File: config.mk
export PLATFORM = sky130hd
export DESIGN_NAME = zigzag_varint_codec
export DESIGN_NICKNAME = d
export VERILOG_FILES = /design/src/zvc_pkg.sv /design/src/zvc_encoder.sv /design/src/zvc_decoder.sv /design/src/zigzag_varint_codec.sv
export SDC_FILE = /design/constraint.sdc
export NUM_CORES = 1
export LEC_CHECK = 0
export BUFFER_PORTS_ARGS = -buffer_cell sky130_fd_sc_hd__clkbuf_2
export CORE_MARGIN = 2
export CORE_UTILIZATION = 40
export DETAILED_ROUTE_END_ITERATION = 8
export PLACE_DENSITY_LB_ADDON = 0.3
export SYNTH_ARGS = -nofsm -noshare
export SYNTH_HDL_FRONTEND = slang
export SYNTH_HIERARCHICAL = 1
export SYNTH_SLANG_ARGS = --single-unit
File: constraint.sdc
create_clock -name i_clk -period 6.6 [get_ports i_clk]
set_input_delay 0.66 -clock i_clk [delete_from_list [all_inputs] [get_ports i_clk]]
set_output_delay 0.66 -clock i_clk [all_outputs]
set_load 0.005 [all_outputs]
File: src/zvc_pkg.sv
// ----------------------------------------------------------------------------
// zvc_pkg: shared types and constants of the zigzag varint codec
// Byte layout of the base-128 code, command and result codes, and the
// result record that the encoder and decoder hand to the output stage.
// ----------------------------------------------------------------------------
package zvc_pkg;

    localparam int VALUE_W         = 64;
    localparam int BYTE_W          = 8;
    localparam int DIGIT_W         = 7;
    localparam int MAX_CODED_BYTES = 10;
    localparam int COUNT_W         = $clog2(MAX_CODED_BYTES);
    localparam int POS_W           = $clog2(DIGIT_W * MAX_CODED_BYTES);
    localparam int PLACE_W         = DIGIT_W * MAX_CODED_BYTES;

    // Continuation flag position within a coded byte
    localparam int CONT_BIT = BYTE_W - 1;

    // Largest legal final byte in the last byte position
    localparam logic [BYTE_W-1:0] LAST_POS_MAX = 8'd1;

    localparam logic CMD_ENCODE = 1'b0;
    localparam logic CMD_DECODE = 1'b1;

    localparam logic KIND_BYTE  = 1'b0;
    localparam logic KIND_VALUE = 1'b1;

    typedef struct packed {
        logic                      kind;
        logic [BYTE_W-1:0]         coded;
        logic                      last;
        logic signed [VALUE_W-1:0] value;
        logic                      ovf;
    } t_result;

endpackage

File: src/zvc_encoder.sv
// ----------------------------------------------------------------------------
// zvc_encoder: digit-serial zigzag varint encoder
// Loads a zigzag-mapped value into a shift register and emits one seven-bit
// digit per taken byte, low digit first.
// ----------------------------------------------------------------------------
module zvc_encoder
    import zvc_pkg::*;
(
    input  logic                      i_clk,
    input  logic                      i_rst_n,
    input  logic                      i_load,
    input  logic signed [VALUE_W-1:0] i_value,
    input  logic                      i_take,
    output logic                      o_busy,
    output t_result                   o_res
);

    logic [VALUE_W-1:0] r_shift, n_shift;
    logic [COUNT_W-1:0] r_cnt, n_cnt;
    logic               r_busy, n_busy;
    logic               last;

    // last digit once nothing remains above it, or at the byte limit
    assign last = (r_shift[VALUE_W-1:DIGIT_W] == '0)
               || (r_cnt == COUNT_W'(MAX_CODED_BYTES - 1));

    always_comb begin
        n_shift = r_shift;
        n_cnt   = r_cnt;
        n_busy  = r_busy;
        if (i_load) begin
            // zigzag: shift left, invert all bits of a negative value
            n_shift = {i_value[VALUE_W-2:0], 1'b0} ^ {VALUE_W{i_value[VALUE_W-1]}};
            n_cnt   = '0;
            n_busy  = 1'b1;
        end else if (r_busy && i_take) begin
            n_shift = r_shift >> DIGIT_W;
            n_cnt   = r_cnt + COUNT_W'(1);
            n_busy  = !last;
        end
    end

    always_ff @(posedge i_clk) begin
        if (!i_rst_n) begin
            r_busy <= 1'b0;
            r_cnt  <= '0;
        end else begin
            r_busy <= n_busy;
            r_cnt  <= n_cnt;
        end
        r_shift <= n_shift;
    end

    always_comb begin
        o_res        = '0;
        o_res.kind   = KIND_BYTE;
        o_res.coded  = {!last, r_shift[DIGIT_W-1:0]};
        o_res.last   = last;
    end

    assign o_busy = r_busy;

    a_cnt_bound: assert property (@(posedge i_clk) disable iff (!i_rst_n)
        r_busy |-> (r_cnt < COUNT_W'(MAX_CODED_BYTES)))
        else $error("encoder byte count beyond limit");

endmodule

File: src/zvc_decoder.sv
// ----------------------------------------------------------------------------
// zvc_decoder: byte-serial varint decoder
// Places each incoming seven-bit digit at its position in the accumulator
// and undoes the zigzag mapping on the final byte.
// ----------------------------------------------------------------------------
module zvc_decoder
    import zvc_pkg::*;
(
    input  logic              i_clk,
    input  logic              i_rst_n,
    input  logic              i_strobe,
    input  logic [BYTE_W-1:0] i_byte,
    output logic              o_res_valid,
    output t_result           o_res
);

    logic [VALUE_W-1:0] r_acc, n_acc;
    logic [COUNT_W-1:0] r_cnt, n_cnt;
    logic [POS_W-1:0]   pos;
    logic [PLACE_W-1:0] placed;
    logic [VALUE_W-1:0] gathered;
    logic               last_pos;
    logic               ovf;
    logic               cont;

    assign last_pos = (r_cnt >= COUNT_W'(MAX_CODED_BYTES - 1));
    assign ovf      = last_pos && (i_byte[CONT_BIT] || (i_byte > LAST_POS_MAX));
    assign cont     = i_byte[CONT_BIT] && !ovf;
    assign pos      = POS_W'(DIGIT_W * r_cnt);

    always_comb begin
        placed = '0;
        placed[pos +: DIGIT_W] = i_byte[DIGIT_W-1:0];
    end

    assign gathered = r_acc | placed[VALUE_W-1:0];

    always_comb begin
        n_acc = r_acc;
        n_cnt = r_cnt;
        if (i_strobe) begin
            if (cont) begin
                n_acc = gathered;
                n_cnt = r_cnt + COUNT_W'(1);
            end else begin
                n_acc = '0;
                n_cnt = '0;
            end
        end
    end

    always_ff @(posedge i_clk) begin
        if (!i_rst_n) begin
            r_acc <= '0;
            r_cnt <= '0;
        end else begin
            r_acc <= n_acc;
            r_cnt <= n_cnt;
        end
    end

    assign o_res_valid = i_strobe && !cont;

    always_comb begin
        o_res      = '0;
        o_res.kind = KIND_VALUE;
        o_res.ovf  = ovf;
        if (!ovf) begin
            o_res.value = {1'b0, gathered[VALUE_W-1:1]} ^ {VALUE_W{gathered[0]}};
        end
    end

    a_cnt_bound: assert property (@(posedge i_clk) disable iff (!i_rst_n)
        r_cnt < COUNT_W'(MAX_CODED_BYTES))
        else $error("decoder byte count beyond limit");

endmodule

File: src/zigzag_varint_codec.sv
// ----------------------------------------------------------------------------
// zigzag_varint_codec: zigzag base-128 varint codec for signed 64-bit values
// Encodes a value into 1 to 10 coded bytes, or decodes coded bytes back into
// a value, one item at a time over a valid/ready stream.
// ----------------------------------------------------------------------------
// Usage and timing: an item with command 1 (decode) delivers one coded byte;
// it gives no result while bit 7 is set and one value result on the final
// byte, so a steady byte stream decodes at one item per cycle while the
// output register drains. An item with command 0 (encode) loads the
// zigzag-mapped value into the encoder shift register, which sends one
// seven-bit digit per cycle while the output register is free: the input
// is held off from the load until the last coded byte of the value has
// been sent (load, then its digits); a consumer stall prolongs this.
// The digit rate of that shift register sets the encode throughput. Results
// pass through a single output register; the next item is taken only while
// that register is empty or being drained, so a result that waits holds the
// input off. A tenth continuation byte, or a tenth byte above 1, gives a
// value of 0 with overflow set and restarts the decode; an encode in the
// middle of a decode leaves the partial decode intact.
// ----------------------------------------------------------------------------
module zigzag_varint_codec
    import zvc_pkg::*;
(
    input  logic                      i_clk,
    input  logic                      i_rst_n,

    input  logic                      i_valid,
    output logic                      o_ready,
    input  logic                      i_command,
    input  logic signed [VALUE_W-1:0] i_plain_value,
    input  logic [BYTE_W-1:0]         i_coded_byte,

    output logic                      o_valid,
    input  logic                      i_ready,
    output logic                      o_result_kind,
    output logic [BYTE_W-1:0]         o_out_byte,
    output logic                      o_last_byte,
    output logic signed [VALUE_W-1:0] o_decoded_value,
    output logic                      o_overflow
);

    logic    slot_free;
    logic    accept;
    logic    enc_load;
    logic    enc_busy;
    logic    enc_emit;
    logic    dec_strobe;
    logic    dec_valid;
    t_result enc_res;
    t_result dec_res;

    t_result r_out, n_out;
    logic    r_out_valid, n_out_valid;

    // output slot is free when empty or being drained this cycle
    assign slot_free  = !r_out_valid || i_ready;

    // hold off new items while the encoder still shifts digits out
    assign o_ready    = !enc_busy && slot_free;
    assign accept     = i_valid && o_ready;
    assign enc_load   = accept && (i_command == CMD_ENCODE);
    assign dec_strobe = accept && (i_command == CMD_DECODE);
    assign enc_emit   = enc_busy && slot_free;

    zvc_encoder u_encoder (
        .i_clk   (i_clk),
        .i_rst_n (i_rst_n),
        .i_load  (enc_load),
        .i_value (i_plain_value),
        .i_take  (slot_free),
        .o_busy  (enc_busy),
        .o_res   (enc_res)
    );

    zvc_decoder u_decoder (
        .i_clk       (i_clk),
        .i_rst_n     (i_rst_n),
        .i_strobe    (dec_strobe),
        .i_byte      (i_coded_byte),
        .o_res_valid (dec_valid),
        .o_res       (dec_res)
    );

    // Output register: the encoder and the decoder never offer a result in
    // the same cycle, since a decode is only taken while the encoder idles.
    always_comb begin
        n_out       = r_out;
        n_out_valid = r_out_valid;
        if (slot_free) begin
            n_out_valid = enc_emit || dec_valid;
            priority if (enc_emit) begin
                n_out = enc_res;
            end else if (dec_valid) begin
                n_out = dec_res;
            end
        end
    end

    always_ff @(posedge i_clk) begin
        if (!i_rst_n) begin
            r_out_valid <= 1'b0;
        end else begin
            r_out_valid <= n_out_valid;
        end
        r_out <= n_out;
    end

    assign o_valid         = r_out_valid;
    assign o_result_kind   = r_out.kind;
    assign o_out_byte      = r_out.coded;
    assign o_last_byte     = r_out.last;
    assign o_decoded_value = r_out.value;
    assign o_overflow      = r_out.ovf;

    a_busy_blocks: assert property (@(posedge i_clk) disable iff (!i_rst_n)
        enc_busy |-> !o_ready)
        else $error("item taken while encoder busy");

    a_cont_flag: assert property (@(posedge i_clk) disable iff (!i_rst_n)
        (o_valid && (o_result_kind == KIND_BYTE)) |->
            (o_out_byte[CONT_BIT] == !o_last_byte) && !o_overflow
            && (o_decoded_value == '0))
        else $error("encoded byte flags inconsistent");

    a_value_clean: assert property (@(posedge i_clk) disable iff (!i_rst_n)
        (o_valid && (o_result_kind == KIND_VALUE)) |->
            (o_out_byte == '0) && !o_last_byte
            && (!o_overflow || (o_decoded_value == '0)))
        else $error("decoded result fields inconsistent");

    a_no_overlap: assert property (@(posedge i_clk) disable iff (!i_rst_n)
        !(enc_emit && dec_valid))
        else $error("encoder and decoder results collide");

endmodule

# After elaboration in Yosys (flattened, before gate mapping)
# Index checks and enable logic that the tools add are counted.
[op_classes]
n_addsub = 3
mul = 1
order_cmp = 2
eq_ne = 1
n_shift = 2
muxes = 9
bitwise = 6
reduce_logical = 22
[ops]
columns = ["op", "count"]
rows = [
  ["$mux W64", 4],
  ["$mux W75", 1],
  ["$mux W74", 1],
  ["$and A64 B64 Y64", 1],
  ["$or A64 B64 Y64", 1],
  ["$shift A7 B9 Y64 const A", 1],
  ["$shiftx A7 B9 Y64", 1],
  ["$xor A63 B64 Y64", 1],
  ["$xor A64 B64 Y64", 1],
  ["$logic_not A57 Y1", 1],
  ["$neg A7 Y9", 1],
  ["$add A4 B1 Y4 const B", 2],
  ["$gt A8 B1 Y1 const B", 1],
  ["$logic_and A1 B1 Y1", 8],
  ["$mul A3 B4 Y7 const A", 1],
  ["$logic_not A1 Y1", 5],
  ["$eq A4 B4 Y1 const B", 1],
  ["$ge A4 B4 Y1 const B", 1],
  ["$logic_or A1 B1 Y1", 4],
  ["$mux W4", 1],
  ["$reduce_bool A2 Y1", 2],
  ["$mux W1", 2],
  ["$not A1 Y1", 2],
  ["$reduce_and A2 Y1", 1],
  ["$reduce_or A2 Y1", 1],
]
[word_totals]
ff_bits = 213
input_bits = 77
elab_cells = 57

# Logic depth before layout (Yosys ltp)
# Gate-level depths: netlist (run 1).
[depth]
ltp_word = 9
depth_mapped = 12
depth_no_buf = 7

# Modules after synthesis
# Netlist (run 1), hierarchy kept.
[modules_own_cells]
columns = ["mod", "instances", "cells_each", "area_per_inst_um2", "seq_area_each_um2"]
rows = [
  ["zvc_encoder", 1, 393, 4063.9, 2021.9],
  ["zvc_decoder", 1, 480, 3877.5, 1361.3],
  ["zigzag_varint_codec", 1, 168, 3499.6, 2272.2],
]

# Worst setup path before layout (run 1)
# No wires, ideal clock.
[synth_timing]
path_type = "input -> register"
start = "in i_ready"
end = "reg r_out, in the netlist o_decoded_value[0], enable pin"
t_arrival_ns = 4.585
required_time_ns = 6.092
path_slack_ns = 1.507
path_stages = 8
n_path_buf = 1
path_cell_list = "nor2b_4 > nor2_1 > and3_1 > clkbuf_1 > inv_1 > nor2_1 > nor2_1 > nor2_1"
[synth_between]
elab_chain_len = 7
elab_cells_between_ends = 8
cone_classes = "reduce/logical: 8"
[synth_rtl]
columns = ["item", "line_no", "text"]
rows = [
  ["start, declared", "zigzag_varint_codec.sv:34", "input logic i_ready,"],
  ["$logic_or A1 B1 Y1", "zigzag_varint_codec.sv:56", "assign slot_free = !r_out_valid || i_ready;"],
  ["$logic_and A1 B1 Y1", "zigzag_varint_codec.sv:59", "assign o_ready = !enc_busy && slot_free;"],
  ["named net o_ready", "zigzag_varint_codec.sv:28", "output logic o_ready,"],
  ["$logic_and A1 B1 Y1", "zigzag_varint_codec.sv:60", "assign accept = i_valid && o_ready;"],
  ["$logic_and A1 B1 Y1", "zigzag_varint_codec.sv:62", "assign dec_strobe = accept && (i_command == CMD_DECODE);"],
  ["named net dec_strobe", "zigzag_varint_codec.sv:47", "logic dec_strobe;"],
  ["$logic_and A1 B1 Y1", "zvc_decoder.sv:62", "assign o_res_valid = i_strobe && !cont;"],
  ["named net dec_valid", "zigzag_varint_codec.sv:48", "logic dec_valid;"],
  ["$reduce_bool A2 Y1 (no source line)", "-", ""],
  ["$reduce_and A2 Y1 (no source line)", "-", ""],
  ["end signal, assigned", "zigzag_varint_codec.sv:105", "r_out <= n_out;"],
  ["end, declared", "zigzag_varint_codec.sv:52", "t_result r_out, n_out;"],
]
# The timed path passes the listed nets, and every way through them passes these cells.
# A chain may end at the register's enable or synchronous reset.

# Final worst setup path (run 1)
[layout_timing]
start = "reg u_decoder.r_cnt[0]"
end = "reg r_out, in the netlist o_decoded_value[23], enable pin"
[layout_between]
elab_chain_len = 8
[layout_rtl]
columns = ["item", "line_no", "text"]
rows = [
  ["start, declared", "zvc_decoder.sv:18", "logic [COUNT_W-1:0] r_cnt, n_cnt;"],
  ["start signal, assigned", "zvc_decoder.sv:58", "r_cnt <= n_cnt;"],
  ["$ge A4 B4 Y1", "zvc_decoder.sv:26", "assign last_pos = (r_cnt >= COUNT_W'(MAX_CODED_BYTES - 1));"],
  ["$logic_and A1 B1 Y1", "zvc_decoder.sv:27", "assign ovf = last_pos && (i_byte[CONT_BIT] || (i_byte > LAST_POS_MAX));"],
  ["$logic_not A1 Y1", "zvc_decoder.sv:28", "assign cont = i_byte[CONT_BIT] && !ovf;"],
  ["$logic_and A1 B1 Y1", "zvc_decoder.sv:28", ""],
  ["$logic_not A1 Y1", "zvc_decoder.sv:62", ""],
  ["$logic_and A1 B1 Y1", "zvc_decoder.sv:62", ""],
  ["named net dec_valid", "zigzag_varint_codec.sv:48", ""],
  ["$reduce_bool A2 Y1 (no source line)", "-", ""],
  ["$reduce_and A2 Y1 (no source line)", "-", ""],
]
# The timed path passes the listed nets, and every way through them passes these cells.

==> results of run 1 <==
-- final timing paths --
check | from | endpoint | slack (ns) | depth (start not counted)
max | u_decoder/r_cnt[0] | o_decoded_value[23] | 3.02 | 8
min | u_decoder/r_acc[18] | u_decoder/r_acc[18] | 0.46 | 2
max reg2reg | u_decoder/r_cnt[0] | o_decoded_value[23] | 3.02 | 8
min reg2reg | u_decoder/r_acc[18] | u_decoder/r_acc[18] | 0.46 | 2
-- flip-flops by register name (all words and copies together), names as in the netlist --
signal,count
u_decoder/r_cnt,4
u_encoder/o_busy,1
o_out_byte,8
u_encoder/r_cnt,4
o_decoded_value,64
u_encoder/r_shift,64
o_result_kind,1
o_last_byte,1
o_valid,1
o_overflow,1
u_decoder/r_acc,64
-- layout by cell type, fill, tap and decap left out, types with 2 or more instances in the layout --
cell type,count
inv_1,6
nor4_1,14
clkbuf_16,24
nand3_1,6
nand4_1,5
and4b_1,2
xnor2_1,75
a21boi_0,4
clkbuf_2,152
dfxtp_1,74
mux2_4,50
conb_1,76
a31oi_2,2
clkbuf_1,10
a21oi_1,133
nand2b_1,6
a31oi_1,47
o21ai_0,3
edfxtp_1,139
a211oi_1,3
nor3b_1,2
nor3_1,5
nor2_1,148
a2111oi_2,2
nor2b_1,3
mux2i_1,47
nand3b_1,2
nand2_1,7
or2_2,2
and2_1,17
buf_4,11
ha_1,6
clkinv_1,2
xor2_1,9
or4b_1,2
a41oi_1,2
mux2_2,26
clkbuf_8,2
-- critical path: stages, from the launching register on --
cell,delay (ns)
dfxtp_1,0.56
inv_1,0.22
ha_1,0.40
nor3b_1,0.22
o21a_1,0.27
nor2_1,0.12
nor2_1,0.09
nor2_4,0.67
buf_4,0.62
-- power groups by stage --
stage	Combinational, mW	Sequential [mW]	Clock, mW
floorplan	0.449	1.66	0
global placement	0.554	1.67	0
detailed placement	0.563	1.67	0
CTS	0.566	1.64	1.29
global route	0.616	1.65	1.34
finish	0.557	1.64	1.25
-- stage by stage --
step / util (%) / instance area (um^2) / setup slack, ns / hold WS [ns]
global route: 45.2 / 12700 / 2.62 / 0.487
CTS: 45.2 / 12700 / 2.99 / 0.469
detailed placement: 42.6 / 11900 / 2.77 / 0.455
global placement: 42.6 / 11900 / 2.88 / 0.447
floorplan: - / 11700 / 1.51 / 0.437
finish: 45.2 / 12700 / 3.02 / 0.465
-- per-layer routing --
metal / share of wire, % / routed length, um / global-route usage [%] / vias to the layer above
met5: 0.11 / 26 / 0 / -
met1: 44 / 10800 / 21.3 / 3558
met2: 48 / 11600 / 26.2 / 220
met4: 1.8 / 445 / 3.50 / 4
met3: 6.3 / 1540 / 3.76 / 37
li1: - / - / - / 3708
-- area by class of cell --
cell class / count / area, um^2
fill: 2685 / 15300
sequential: 213 / 5660
multi-input combinational: 726 / 4930
timing repair buffer: 163 / 843
clock buffer: 36 / 666
tap: 378 / 473
clock inverter: 6 / 66.3
inverter: 8 / 32.5
antenna: 1 / 2.50
-- logic make-up (layout without fill, tap and decap cells) --
group	count (synthesis)	in the layout	share of synthesized area, %
and+or+nand+nor	236	236	10.1
other	3	77	0.0984
adders and majority gates	6	6	0.656
buffers and inverters	175	213	10.2
AOI/OAI and AO/OA	201	201	9.90
muxes	123	123	13.2
xor gates and xnor gates	84	84	6.43
DFF	213	213	49.4
==> flow_summary.json, run 1 <==
{
  "required_ns": 6.76,
  "sw_frac_of_total_pct": 25.3,
  "worst_pin_slew_ns": 1.19,
  "crit_path_end_kind": "flip-flop",
  "finClkSkew_ns": 0.0190,
  "synthArstFlopShare_pct": 0,
  "min_period_ns": 3.58,
  "num_vias": 7527,
  "grt_antenna_before_repair": 3,
  "cts_setup_buffers": 0,
  "tritoncts": "built",
  "port_buffers": 153,
  "rsz0062_at_grt": "no",
  "core_um2": 28000,
  "drive_gt1_share_pct": 25.1,
  "synth-main-ff-cell": "edfxtp_1",
  "fin_cells": 1531,
  "grt_max_degree": 124,
  "place_hpwl_mm": 15.8,
  "die-width_um": 173,
  "maxCapViolations": 0,
  "power.density_nw_per_um2": 272,
  "synthTopCellsByCount": "nor2_1 (150), edfxtp_1 (139), a21oi_1 (133), buf_4 (94), xnor2_1 (75)",
  "clk_pin_slew_ns": 0.06,
  "synth_top_area_cell": "edfxtp_1",
  "wl_per_cell_um": 16.0,
  "hp-class": "reg2reg",
  "cts_hold_buf": 0,
  "clock.fmax_mhz": 279,
  "hold_viol_final": 0,
  "combPwrFrac_pct": 16.2,
  "synth_area_leaders": "edfxtp_1 (36%), dfxtp_1 (13%), mux2_4 (6.6%)",
  "synth_top_area_share_pct": 36.5,
  "cts-buffers-inserted": 24,
  "rows": 61,
  "fin_total_pwr_mw": 3.45,
  "p_sw_uw": 873,
  "antenna_left": 0,
  "ys_types": 59,
  "pwr-share-seq_pct": 47.5,
  "setup_violations": 0,
  "maxSlewViolCount": 0,
  "setup.worst_path.start_class": "flip-flop",
  "cts-root-buf": "clkbuf_16",
  "grt_use_total_pct": 15.9,
  "grt_pass1_vias": 7045,
  "avgSynthCellArea_um2": 11.0,
  "drt_iter0_drc": 590,
  "syn2layout_area_growth_pct": 10.7,
  "status": "completed",
  "dp.cells": 1488,
  "yosysSeqAreaShare_pct": 49.4,
  "synth_warnings": 6,
  "synth_most_common_cell": "nor2_1",
  "drt-total-wl_mm": 24.4,
  "post-route-drc-count": 0,
  "grt_pass1_wl_mm": 38.4,
  "dieArea_um2": 30000,
  "h-tree-depth": 1,
  "slew_headroom_pct": 20.2,
  "syn-cell-area_um2": 11400,
  "clkSinkCount": 213,
  "initial_core_util_pct": 40.8,
  "final_nets": 1219,
  "power_leakage_nw": 5.19,
  "clock_latency_ns": 0.52,
  "synth_edf_count": 139,
  "totalNegativeSetupSlack_ns": 0,
  "max-clock-path-buffers": 3,
  "vias_per_cell": 4.92,
  "syn_inst": 1041,
  "grt_overflow_total": 0,
  "routabilityCongestion": 0.778,
  "firstDrtPassIters": 5,
  "p_int_mw": 2.57,
  "cts.repair.resized": 0,
  "synth-seq-cells": 213,
  "power_frac_clock_pct": 36.3,
  "die_y_um": 173,
  "cp.arrival_ns": 3.74,
  "peakVddDrop_mv": 0.170,
  "path_class": "reg2reg",
  "design.portCount": 154,
  "period_share_pct": 54.3,
  "critPathMaxFanout": 44
}
Note: power is estimated with default switching activity, not from simulation.
==> inputs of run 2 (changes only) <==
==> constraint.sdc (replaced) <==
create_clock -name i_clk -period 3.7 [get_ports i_clk]
set_input_delay 0.37 -clock i_clk [delete_from_list [all_inputs] [get_ports i_clk]]
set_output_delay 0.37 -clock i_clk [all_outputs]
set_load 0.005 [all_outputs]
==> run 2 against run 1 <==
Compared with the run above: die area unchanged; sequential power rose by 78%; utilization up 0.42 points; first-iteration DRC count increased by 6.9%; worst hold slack lost 0.25 ns; final cell count increased by 0.39%; total power rose by 83%; sequential share of layout area down 0.42 points; wire length is 0.63% higher; critical path type unchanged; largest power group unchanged.
==> flow_summary.json, run 2 (synthesis results as in run 1) <==
{
  "port_buffers": 153,
  "path_delay_family": "compound AO/OA/AOI/OAI gates",
  "drt-total-wl_mm": 24.6,
  "final_cell_mix": "clkbuf_2 (152), nor2_1 (148), edfxtp_1 (139)",
  "r2r_end": "o_decoded_value[16]",
  "status": "completed",
  "totalNegativeSetupSlack_ns": 0,
  "max_stage_delay_ns": 0.63,
  "critPathMaxFanout": 14,
  "h-tree-depth": 1,
  "cts.repair.resized": 0,
  "min_from": "i_rst_n",
  "syn2layout_area_growth_pct": 11.8,
  "design.portCount": 154,
  "r2r-start": "u_decoder/r_cnt[0]",
  "drive_gt1_share_pct": 26.0,
  "worst_path_max_delay_cell": "a31oi_2",
  "hold_path_end": "u_decoder/r_cnt[0]",
  "hp-class": "in2reg",
  "power_leakage_nw": 5.26,
  "core_um2": 28000,
  "maxCapViolations": 0,
  "slew_headroom_pct": 33.8,
  "antenna_left": 0,
  "drt_iter0_drc": 631,
  "wl_per_cell_um": 16.0,
  "vias_per_cell": 4.92,
  "final_nets": 1225,
  "rsz0062_at_grt": "no",
  "grt_max_degree": 123,
  "hold_viol_final": 0,
  "die-width_um": 173,
  "power.density_nw_per_um2": 494,
  "rows": 61,
  "grt_pass1_wl_mm": 39.1,
  "clk_pin_slew_ns": 0.06,
  "cts-root-buf": "clkbuf_16",
  "maxSlewViolCount": 0,
  "post-place-ws_ns": 0.516,
  "r2r_slack_ns": 0.42,
  "clkSinkCount": 213,
  "clock_latency_ns": 0.52,
  "period_share_pct": 88.5,
  "post-route-drc-count": 0,
  "peakVddDrop_mv": 0.290,
  "grt_antenna_before_repair": 2,
  "grt_pass1_vias": 7225,
  "layout.cells.most_common": "clkbuf_2",
  "path_cells": "inv_1 -> ha_1 -> or4b_1 -> a31oi_2 -> a21oi_1 -> mux2i_1 -> mux2_2",
  "path_buf_inv": 1,
  "dieArea_um2": 30000,
  "finClkSkew_ns": 0.0171,
  "initial_core_util_pct": 40.8,
  "routabilityCongestion": 0.832,
  "setup.worst_path.start_class": "flip-flop",
  "die_y_um": 173,
  "cp.arrival_ns": 3.53,
  "required_ns": 3.95,
  "max-clock-path-buffers": 3,
  "path_class": "reg2reg",
  "setup_violations": 0,
  "tritoncts": "built",
  "r2r_cells": 7,
  "crit_path_end_kind": "flip-flop",
  "clock.fmax_mhz": 305,
  "worst_slack_ns": 0.424,
  "firstDrtPassIters": 5,
  "cts_setup_buffers": 0,
  "num_vias": 7557,
  "cts-buffers-inserted": 24,
  "cp.depth": 7,
  "worst_pin_slew_ns": 0.993,
  "grt_use_total_pct": 16.1,
  "holdPathStages": 2,
  "min_period_ns": 3.28,
  "cts_hold_buf": 0,
  "diodes": 0,
  "grt_overflow_total": 0,
  "place_hpwl_mm": 16.3
}
==> run 2: changes by cell type in the layout (fill, tap and decap cells not counted), sizes merged <==
| cell | before | now |
|---|---|---|
| diode | 1 | 0 |
| bufinv | 1 | 3 |
| clkinvlp | 1 | 2 |
| clkinv | 4 | 9 |
| buf | 11 | 17 |
| clkbuf | 188 | 181 |
==> run 2: area by class of cell <==
type / count / area, um^2
Clock buffer: 29 / 651
Clock inverter: 14 / 145
Fill cell: 2640 / 15200
Inverter: 8 / 32.5
Multi-Input combinational cell: 726 / 4930
Sequential cell: 213 / 5660
Tap cell: 378 / 473
Timing Repair Buffer: 169 / 901
==> run 2: worst max-delay path by stage <==
stage | from | to
2_1_floorplan | u_decoder/r_cnt[1] | o_decoded_value[0]
3_3_place_gp | u_decoder/r_cnt[0] | o_decoded_value[18]
3_5_place_dp | u_decoder/r_cnt[0] | o_decoded_value[16]
4_1_cts | u_decoder/r_cnt[0] | o_decoded_value[16]
5_1_grt | u_decoder/r_cnt[0] | o_decoded_value[16]
6_report | u_decoder/r_cnt[0] | o_decoded_value[16]
==> run 2: routing by layer <==
layer | up-vias | GRT usage, % | wire length [um]
li1 | 3725 | - | -
met1 | 3536 | 21.4 | 10600
met5 | - | 0 | 13
met2 | 252 | 26.9 | 11700
met3 | 42 | 3.34 | 1740
met4 | 2 | 4.13 | 541
==> run 2: stage by stage <==
stage          cell area (um^2)  util (%)  hold slack [ns]  cells  total power [mW]
6_report                  12800      45.6            0.213   1537              6.32
5_1_grt                   12800      45.6            0.215   1537              6.61
4_1_cts                   12800      45.6            0.194   1537              6.40
3_5_place_dp              12000      42.8            0.455   1494              3.98
3_3_place_gp              12000      42.8            0.446   1494              3.97
2_1_floorplan             11700         -            0.437   1114              3.76
==> run 2: report_power, final <==
group | internal (mW) | switching, mW
registers | 2.83 | 0.0908
logic | 0.459 | 0.542
clock network | 1.45 | 0.943
total | 4.74 | 1.58
==> inputs of run 3 (changes only) <==
--- a/config.mk
+++ b/config.mk
@@ -5,6 +5,7 @@
 export SDC_FILE = /design/constraint.sdc
 export NUM_CORES = 1
 export LEC_CHECK = 0
+export ABC_AREA = 1
 export BUFFER_PORTS_ARGS = -buffer_cell sky130_fd_sc_hd__clkbuf_2
 export CORE_MARGIN = 2
 export CORE_UTILIZATION = 40
==> constraint.sdc (replaced) <==
create_clock -name i_clk -period 3.2 [get_ports i_clk]
set_input_delay 0.32 -clock i_clk [delete_from_list [all_inputs] [get_ports i_clk]]
set_output_delay 0.32 -clock i_clk [all_outputs]
set_load 0.005 [all_outputs]
==> run 3 against run 2 <==
Compared with the run above: register-to-register slack improved by 0.16 ns; final cell count increased by 40%; global-route usage increased by 2.7 points; utilization decreased by 0.42 points; wire length increased by 27%; synthesized cell count increased by 57%; first-iteration DRC count increased by 49%; critical path type unchanged; critical endpoint is now o_decoded_value[60].
==> flow_summary.json, run 3 <==
{
  "vias_per_cell": 4.78,
  "hold_viol_final": 0,
  "power_frac_clock_pct": 38.5,
  "synth_top_area_cell": "edfxtp_1",
  "worst_path_max_delay_cell": "dfxtp_1",
  "clock_latency_ns": 0.53,
  "wl_per_cell_um": 14.5,
  "design.portCount": 154,
  "clock.fmax_mhz": 383,
  "post-place-ws_ns": 0.589,
  "ys_types": 37,
  "cts_setup_buffers": 0,
  "combPwrFrac_pct": 16.1,
  "initial_core_util_pct": 40.7,
  "critPathMaxFanout": 47,
  "grt_antenna_before_repair": 1,
  "p_sw_mw": 1.99,
  "port_buffers": 153,
  "worst_pin_slew_ns": 1.00,
  "synth-main-ff-cell": "edfxtp_1",
  "syn_inst": 1637,
  "synth_top_area_share_pct": 33.3,
  "worst_slack_ns": 0.587,
  "synth_most_common_cell": "nand2_1",
  "drive_gt1_share_pct": 13.8,
  "min_period_ns": 2.61,
  "drt-total-wl_mm": 31.2,
  "routabilityCongestion": 0.903,
  "tritoncts": "built",
  "die-width_um": 181,
  "min_from": "i_plain_value[60]",
  "whs_ns": 0.127,
  "layout.cells.most_common": "nand2_1",
  "rsz0062_at_grt": "no",
  "synth_edf_count": 139,
  "grt_overflow_total": 0,
  "p_int_mw": 5.29,
  "dp.cells": 2101,
  "max-clock-path-buffers": 3,
  "final_nets": 1815,
  "place_hpwl_mm": 21.0,
  "cts-root-buf": "clkbuf_16",
  "drt_iter0_drc": 939,
  "syn2layout_area_growth_pct": 11.0,
  "grt_use_total_pct": 18.9,
  "path_class": "reg2reg",
  "antenna_left": 0,
  "synth_warnings": 6,
  "fin_cells": 2147,
  "die_y_um": 181,
  "syn-cell-area_um2": 12500,
  "pwr-share-seq_pct": 45.4,
  "cp.arrival_ns": 2.77,
  "cp_common_cell": "nor2_1",
  "core_um2": 30700,
  "num_vias": 10300,
  "firstDrtPassIters": 5,
  "clkSinkCount": 213,
  "dieArea_um2": 32700,
  "cts.repair.resized": 0,
  "fin_util_pct": 45.2,
  "required_ns": 3.35,
  "h-tree-depth": 1,
  "maxSlewViolCount": 0,
  "yosysSeqAreaShare_pct": 45.1,
  "totalNegativeSetupSlack_ns": 0,
  "path_delay_family": "buffers and inverters",
  "startpoint": "u_decoder/r_cnt[0]",
  "diodes": 0,
  "maxCapViolations": 0,
  "max_stage_delay_ns": 0.51,
  "r2r-start": "u_decoder/r_cnt[0]",
  "grt_pass1_wl_mm": 50.2,
  "avgSynthCellArea_um2": 7.65,
  "synth_area_leaders": "edfxtp_1 (33%), nand2_1 (14%), dfxtp_1 (12%)",
  "synth-seq-cells": 213,
  "place_area_um2": 13100,
  "status": "completed",
  "hp-class": "in2reg",
  "post-route-drc-count": 0,
  "final_area_um2": 13900,
  "grt_max_degree": 123,
  "peakVddDrop_mv": 0.323,
  "setup.worst_path.start_class": "flip-flop",
  "clk_pin_slew_ns": 0.06,
  "cts-buffers-inserted": 25,
  "power.density_nw_per_um2": 523,
  "crit_path_end_kind": "flip-flop",
  "synthArstFlopShare_pct": 0,
  "finClkSkew_ns": 0.0203,
  "cts_hold_buf": 0,
  "path_buf_inv": 2,
  "period_share_pct": 81.7,
  "fin_total_pwr_mw": 7.28,
  "setup_violations": 0,
  "rows": 64,
  "slew_headroom_pct": 32.8,
  "path_cells": "inv_2 -> ha_4 -> a31oi_2 -> nor2_1 -> nor2_2 -> nor2_1 -> nor2_4 -> buf_4",
  "sw_frac_of_total_pct": 27.3,
  "grt_pass1_vias": 9311,
  "synthTopCellsByCount": "nand2_1 (482), nand3_1 (162), nor2_1 (149), edfxtp_1 (139), inv_1 (133)",
  "power_leakage_nw": 6.34,
  "final_cell_mix": "nand2_1 (480), nand3_1 (162), clkbuf_2 (152)"
}
==> run 3: cell count changes in the layout (fill, tap and decap cells not counted), sizes merged, moves of 12 or more <==
cell and change:
mux2 -76, o21ai +104, inv +135, a21oi -102
nand2 +480, nor4 -12, and3 +24, and2 -17
a31oi -48, mux2i -47, nand3 +156, nor3 +38
==> run 3: power groups by stage <==
stage               logic [mW]  registers (mW)  clock network [mW]
finish                    1.17            3.30                2.80
global route              1.33            3.32                2.98
floorplan                0.895            3.35                   0
CTS                       1.18            3.30                2.88
detailed placement        1.18            3.36                   0
global placement          1.17            3.36                   0
==> run 3: worst min-delay path, cell delays in order <==
cell,delay [ns]
clkbuf_2,0.08
xnor2_1,0.06
nor2_1,0.07
==> run 3: final cells by class <==
cell class	count	area (um^2)
multi-input combinational	1174	5420
sequential	213	5660
timing repair buffer	175	996
inverter	143	537
tap	396	495
fill	3093	16800
clock inverter	17	159
clock buffer	29	641
==> run 3: metal layers <==
layer,routed length [um],global-route usage [%]
met5,16,0
met4,597,4.33
met3,1740,2.52
met2,14300,30.6
met1,14600,26.8
==> run 3: logic make-up (layout without fill, tap and decap cells) <==
kind of cell,after synthesis,count (layout),share of synthesized area (%)
AO/OA/AOI/OAI,146,146,6.04
XOR/XNOR,65,65,4.66
adder cells (fa/ha/maj),6,6,0.599
buffers and inverters,323,364,14.0
flip-flops,213,213,45.1
other,3,76,0.0899
AND/OR/NAND/NOR,881,881,29.4
==> run 3: final timing paths <==
check / endpoint / slack (ns) / cells past startpoint
setup / recovery: o_decoded_value[60] / 0.59 / 8
hold / removal: u_encoder/r_shift[61] / 0.13 / 3
setup reg to reg: o_decoded_value[60] / 0.59 / 8
hold reg to reg: u_encoder/r_cnt[1] / 0.52 / 2
